--- src/rtl/sih_pkg.sv ---
`default_nettype none
// ----------------------------------------------------------------------------
// sih_pkg
// Shared types and constants for the string intern hash table.
// ----------------------------------------------------------------------------
package sih_pkg;

    localparam int TABLE_SIZE  = 256;
    localparam int MAX_KEY_LEN = 64;

    localparam logic [31:0] FNV_BASIS = 32'd2166136261;
    localparam logic [31:0] FNV_PRIME = 32'd16777619;

    localparam logic [1:0] ST_FOUND    = 2'd0;
    localparam logic [1:0] ST_INSERTED = 2'd1;
    localparam logic [1:0] ST_FULL     = 2'd2;
    localparam logic [1:0] ST_TOO_LONG = 2'd3;

    typedef enum logic [2:0] {
        S_GATHER,
        S_PROBE,
        S_CMP,
        S_WRITE,
        S_RESULT
    } ctrl_state_t;

    // controller -> datapath
    typedef struct packed {
        logic fold;       // take the input item
        logic start;      // latch key, begin probing
        logic step_slot;  // advance probe index
        logic cmp_start;  // restart byte compare
        logic cmp_step;   // advance byte compare
        logic insert;     // write the new slot
        logic load_out;   // capture result
        logic [1:0] res_status;
        logic zero_slot;
    } dp_cmd_t;

    // datapath -> controller
    typedef struct packed {
        logic too_long;
        logic slot_free;
        logic slot_hdr_match;
        logic cmp_done;
        logic cmp_mismatch;
        logic probes_done;
        logic limit_hit;
        logic in_last;
        logic hdr_pend;   // slot header read still in flight
    } dp_stat_t;

endpackage
`default_nettype wire

--- src/rtl/sih_ctrl.sv ---
`default_nettype none
// ----------------------------------------------------------------------------
// sih_ctrl
// Sequencer: gathers bytes, walks probes, compares stored strings, answers.
// ----------------------------------------------------------------------------
module sih_ctrl (
    input  wire logic            clk,
    input  wire logic            rst_n,
    input  wire logic            in_valid,
    output logic                 in_ready,
    input  wire logic            out_busy,
    input  sih_pkg::dp_stat_t    stat,
    output sih_pkg::dp_cmd_t     cmd
);

    sih_pkg::ctrl_state_t state_reg, state_next;

    always_ff @(posedge clk or negedge rst_n)
    begin
        if (!rst_n)
            state_reg <= sih_pkg::S_GATHER;
        else
            state_reg <= state_next;
    end

    always_comb
    begin
        state_next = state_reg;
        unique case (state_reg)
            sih_pkg::S_GATHER:
            begin
                if (in_valid && in_ready && stat.in_last)
                    state_next = sih_pkg::S_PROBE;
            end
            sih_pkg::S_PROBE:
            begin
                priority if (stat.too_long || stat.probes_done || stat.slot_free)
                    state_next = (stat.slot_free && !stat.too_long && !stat.limit_hit)
                                 ? sih_pkg::S_WRITE : sih_pkg::S_RESULT;
                else if (stat.slot_hdr_match)
                    state_next = sih_pkg::S_CMP;
            end
            sih_pkg::S_CMP:
            begin
                priority if (stat.cmp_mismatch)
                    state_next = sih_pkg::S_PROBE;
                else if (stat.cmp_done)
                    state_next = sih_pkg::S_RESULT;
            end
            sih_pkg::S_WRITE:
            begin
                if (stat.cmp_done)
                    state_next = sih_pkg::S_RESULT;
            end
            sih_pkg::S_RESULT:
                state_next = sih_pkg::S_GATHER;
            default:
                state_next = sih_pkg::S_GATHER;
        endcase
    end

    always_comb
    begin
        cmd = '0;
        in_ready = 1'b0;
        unique case (state_reg)
            sih_pkg::S_GATHER:
            begin
                in_ready = !out_busy;
                cmd.fold = in_valid && in_ready;
                cmd.start = cmd.fold && stat.in_last;
            end
            sih_pkg::S_PROBE:
            begin
                cmd.cmp_start = 1'b1;
                // hold the index until its header has landed
                if (!stat.hdr_pend
                    && !(stat.too_long || stat.probes_done || stat.slot_free)
                    && !stat.slot_hdr_match)
                    cmd.step_slot = 1'b1;
                if (stat.too_long)
                begin
                    cmd.load_out = 1'b1;
                    cmd.res_status = sih_pkg::ST_TOO_LONG;
                    cmd.zero_slot = 1'b1;
                end
                else if (stat.probes_done || (stat.slot_free && stat.limit_hit))
                begin
                    cmd.load_out = 1'b1;
                    cmd.res_status = sih_pkg::ST_FULL;
                    cmd.zero_slot = 1'b1;
                end
            end
            sih_pkg::S_CMP:
            begin
                cmd.cmp_step = 1'b1;
                if (stat.cmp_mismatch)
                    cmd.step_slot = 1'b1;
                else if (stat.cmp_done)
                begin
                    cmd.load_out = 1'b1;
                    cmd.res_status = sih_pkg::ST_FOUND;
                end
            end
            sih_pkg::S_WRITE:
            begin
                cmd.insert = 1'b1;
                cmd.cmp_step = 1'b1;
                if (stat.cmp_done)
                begin
                    cmd.load_out = 1'b1;
                    cmd.res_status = sih_pkg::ST_INSERTED;
                end
            end
            sih_pkg::S_RESULT:
            begin
            end
            default:
            begin
            end
        endcase
    end

    ap_ready_only_gather: assert property (@(posedge clk) disable iff (!rst_n)
        in_ready |-> state_reg == sih_pkg::S_GATHER)
        else $error("input taken outside gather");
    ap_last_probes: assert property (@(posedge clk) disable iff (!rst_n)
        cmd.start |=> state_reg == sih_pkg::S_PROBE)
        else $error("last byte did not start probe");
    ap_one_result: assert property (@(posedge clk) disable iff (!rst_n)
        cmd.load_out |=> state_reg == sih_pkg::S_RESULT || state_reg == sih_pkg::S_GATHER)
        else $error("result load out of sequence");

endmodule
`default_nettype wire

--- config.mk ---
export PLATFORM = sky130hd
export DESIGN_NAME = sih_ctrl
export DESIGN_NICKNAME = d
export VERILOG_FILES = /design/src/rtl/sih_pkg.sv /design/src/rtl/sih_ctrl.sv
export SDC_FILE = /design/constraint.sdc
export NUM_CORES = 1
export LEC_CHECK = 0
export BUFFER_PORTS_ARGS = -buffer_cell sky130_fd_sc_hd__buf_2
export CAP_MARGIN = 25
export CORE_AREA = 2 2 39 41
export DETAILED_ROUTE_END_ITERATION = 7
export DIE_AREA = 0 0 41 43
export PLACE_DENSITY_LB_ADDON = 0.1
export SLEW_MARGIN = 20
export SYNTH_ARGS = -nofsm -noshare
export SYNTH_HDL_FRONTEND = slang
export SYNTH_SLANG_ARGS = --single-unit
--- constraint.sdc ---
create_clock -name clk -period 3.9 [get_ports clk]
set_clock_uncertainty 0.05 [all_clocks]
set_input_delay 0 -clock clk [delete_from_list [all_inputs] [get_ports clk]]
set_output_delay 0 -clock clk [all_outputs]
set_load 0.03 [all_outputs]
# Word-level counts from Yosys, hierarchy flattened
# Cells that the tools add are included.
# classes
eq_ne	5
n_mux	22
n_reduce_logical	21
# ops
op	n
$mux 3	9
$pmux 3 s4	1
$logic_and 1x1->1	9
$pmux 3 s3	1
$mux 4	2
$mux 1	7
$eq 3x2->1 const B	2
$logic_not 1->1	6
$eq 3x1->1 const B	1
$logic_not 3->1	1
$logic_or 1x1->1	3
$ne 3x3->1 const B	1
$mux 2	1
$ne 2x2->1 const B	1
$pmux 1 s2	1
$reduce_and 2->1	1
$reduce_or 2->1	1
# totals
out_inout_bits	11
regBits	3
in_bits	13

# Logic depth before layout (Yosys ltp)
# logic_depth
ltp_word	7
mapped_depth	5

# Least setup slack after synthesis
# Ideal clock, no wire load.
# synth_path
path_kind	register to output
startpoint	register state_reg[2]
endpoint	output port cmd[3] (netlist name)
n_path_buf	0
t_required_ns	3.850
stages_incl_launch_ff	6
t_arrival_ns	1.763
path_slack_ns	2.087
cell_sequence	dfrtp_1 -> nand2b_1 -> or2_1 -> inv_1 -> o31a_1 -> nand2b_1
# synth_rtl
item	line	text
start: declaration	sih_ctrl.sv:16	sih_pkg::ctrl_state_t state_reg, state_next;
start signal: assignment	sih_ctrl.sv:21	state_reg <= sih_pkg::S_GATHER;
start signal: assignment	sih_ctrl.sv:23	state_reg <= state_next;
end: declaration	sih_ctrl.sv:13	output sih_pkg::dp_cmd_t cmd

==> flow_summary_export.csv <==
group,metric,value,unit
run_status,status,"finished clean",
setup_path,timing.rr.end,"state_reg[0]$_DFFE_PN0P_",
finish,design_area,479.2,um2
synth,synth_area_per_cell,8.085,um2
synth,synth_seq_cells,3,
placed_design,port_buffers,23,
synth,ys_types,24,
finish,antenna_cells,0,
flow_run,max-cap-violations,0,
setup_path,crit_path_start,"state_reg[2]$_DFFE_PN0P_",
synth,synth_top_area_cell,"dfrtp_1",
routing,first_iter_violations,1,
timing,period_minus_slack,1.667,ns
floorplanning,core,1384,um2
power,irDropWorstVdd,0.0002449,V
timing,min_period_over_period,0.4275,
clock_tree,post_cts_resized,0,
finish,fillerInstances,155,
synth,yosysWarnings,0,
grt,overflow,0,
synth,synth_ff_type,"dfrtp_1",
placed_design,dp_hpwl,709.8,um
setup_path,cp_max_fo,5,
timing,maxSlewHeadroom,0.8332,
routing,routed_wl,840,um
clock_tree,cts_buffers,3,
worst_hold_path,hold_class,"input pin to asynchronous set/reset pin",
timing,whs,0.03685,ns
setup_path,crit_arrival,1.62,ns
timing,slew_violations,0,
routing,viasPerCell,4.500,
clock_tree,cts_sinks,3,
timing,finalWorstSetupSlack,2.233,ns
finish,nets,80,
setup_path,critPathKind,"flip-flop to primary output",
routing,ant_nets,0,
power,p_leak,0.2528,nW
synth,ys_async_sr_fraction,1.000,
floorplanning,die_x,41,um
clock_tree,clockBufferDepth,2,
clock_tree,hold_buffers,1,
floorplanning,rows,14,
clock_tree,clk_pin_slew,0.04,ns
routing,first_pass_iters,2,
clock_tree,cts_root_buf,"clkbuf_4",
synth,synthTopCellsByArea,"dfrtp_1, nand2b_1, and2b_2",
finish,drive_gt1_frac,0.5000,
timing,rsz0062_at_grt,"no",
grt,grt_max_degree,8,
timing,tightest_slew,0.2491,ns
routing,wl_per_cell,10.24,um
grt,antenna_found_initial,0,
setup_path,cp_data_required_time,3.85,ns
clock_tree,htree_num_levels,1,
timing,hold_viol,0,
grt,grt_pass1_wl,1186,um
synth,synth_nets,52,
timing,fin_setup_tns,0,ns
synth,synth_edf_count,0,
power,power_density,652.3,nW/um2
finish,syn_to_final_growth,51.98,%
grt,grt_pass1_vias,333,
setup_path,cp-start-kind,"flip-flop",
synth,yosysTopAreaCellShare,0.2381,
placed_design,gp_congestion,0.6894,
setup_path,r2r-start,"state_reg[1]$_DFFE_PN0P_",
floorplanning,ios,24,
setup_path,r2r_slack,2.50,ns
synth,yosysSeqAreaShare,0.2381,
clock_tree,clock_latency,0.23,ns
timing,finalSetupViolCount,0,
floorplanning,dieArea,1763,um2
timing,maxClockFrequency,0.5998,GHz
routing,via_count,369,
floorplanning,die_h,43,um
placed_design,place_ws,2.476,ns
synth,netlist_area,315.3,um2
floorplanning,start_util,0.2278,
setup_path,r2r_cells,3,
setup_path,end_kind,"primary output",
synth,synth_cells,39,
routing,drc_errors,0,
finish,largest_reg_flops,3,
placed_design,place_area,442.9,um2
clock_tree,cts_tree,"yes",
clock_tree,post_cts_buffers,0,
grt,track_usage,0.09668,
[layout by cell type (no fill, tap or decap), types with 2 or more instances in the layout]
cell	instances
clkbuf_4	3
buf_2	23
dfrtp_1	3
nor2_1	4
and2b_2	2
o21ai_0	2
nor3_1	2
and2_1	2
a21oi_1	2
nand2b_1	3
a31oi_1	2
inv_1	3
[cell type report]
class / instances / area [um2] / share of cell area
tap: 16 / 20.02 / 0.04178
sequential: 3 / 75.07 / 0.1567
inverter: 3 / 11.26 / 0.02350
multi-input combinational: 32 / 221.5 / 0.4621
clock buffer: 4 / 26.28 / 0.05483
timing repair buffer: 24 / 125.1 / 0.2611
[synthesized netlist by cell type, types with 2 or more instances]
master / count
and2_1: 2
nor2_1: 4
and2b_2: 2
o21ai_0: 2
nand2b_1: 3
a31oi_1: 2
nor3_1: 2
inv_1: 3
a21oi_1: 2
dfrtp_1: 3
[worst max-delay path by stage]
stage | end | slack [ns] | depth (start not counted)
finish | cmd[3] | 2.23 | 6
global route | cmd[3] | 2.12 | 6
CTS | cmd[3] | 2.22 | 6
detailed placement | cmd[8] | 2.48 | 4
global placement | state_reg[0]$_DFFE_PN0P_ | 2.46 | 3
floorplan | cmd[3] | 2.09 | 5
[where the power goes]
group	leakage, nW	internal, W	switching, W	total (W)
logic	0.198	0.0000720	0.000128	0.000200
clock network	0.0150	0.0000384	0.0000166	0.0000550
registers	0.0396	0.0000423	0.0000148	0.0000572
[cells by family (layout without fill, tap and decap cells)]
family	after synthesis	in the layout	synth area share
simple gates	22	22	0.4841
compound gates	9	9	0.1865
buf+inv	4	31	0.05953
flops	3	3	0.2381
mux	1	1	0.03175
[per-layer routing]
metal | GRT usage | up-vias | wire [um]
li1 | - | 194 | -
met1 | 0.1266 | 152 | 385
met2 | 0.1500 | 23 | 352
met3 | 0.01571 | 0 | 102
met4 | 0.04000 | 0 | 0
met5 | 0 | - | 0
[critical path: stages (launching register included)]
cell	delay, ns
dfrtp_1	0.40
nand2b_1	0.17
or2_1	0.25
inv_1	0.10
o31a_1	0.17
nand2b_1	0.11
buf_2	0.19
[metrics by stage]
step	total power, W	cells	utilization
after floorplan	0.0002096	39	-
after global placement	0.0002602	77	0.3201
after detailed placement	0.0002588	77	0.3201
after CTS	0.0003165	82	0.3463
after global routing	0.0003340	82	0.3463
final	0.0003126	82	0.3463
Power figures use the tool's default switching activity.
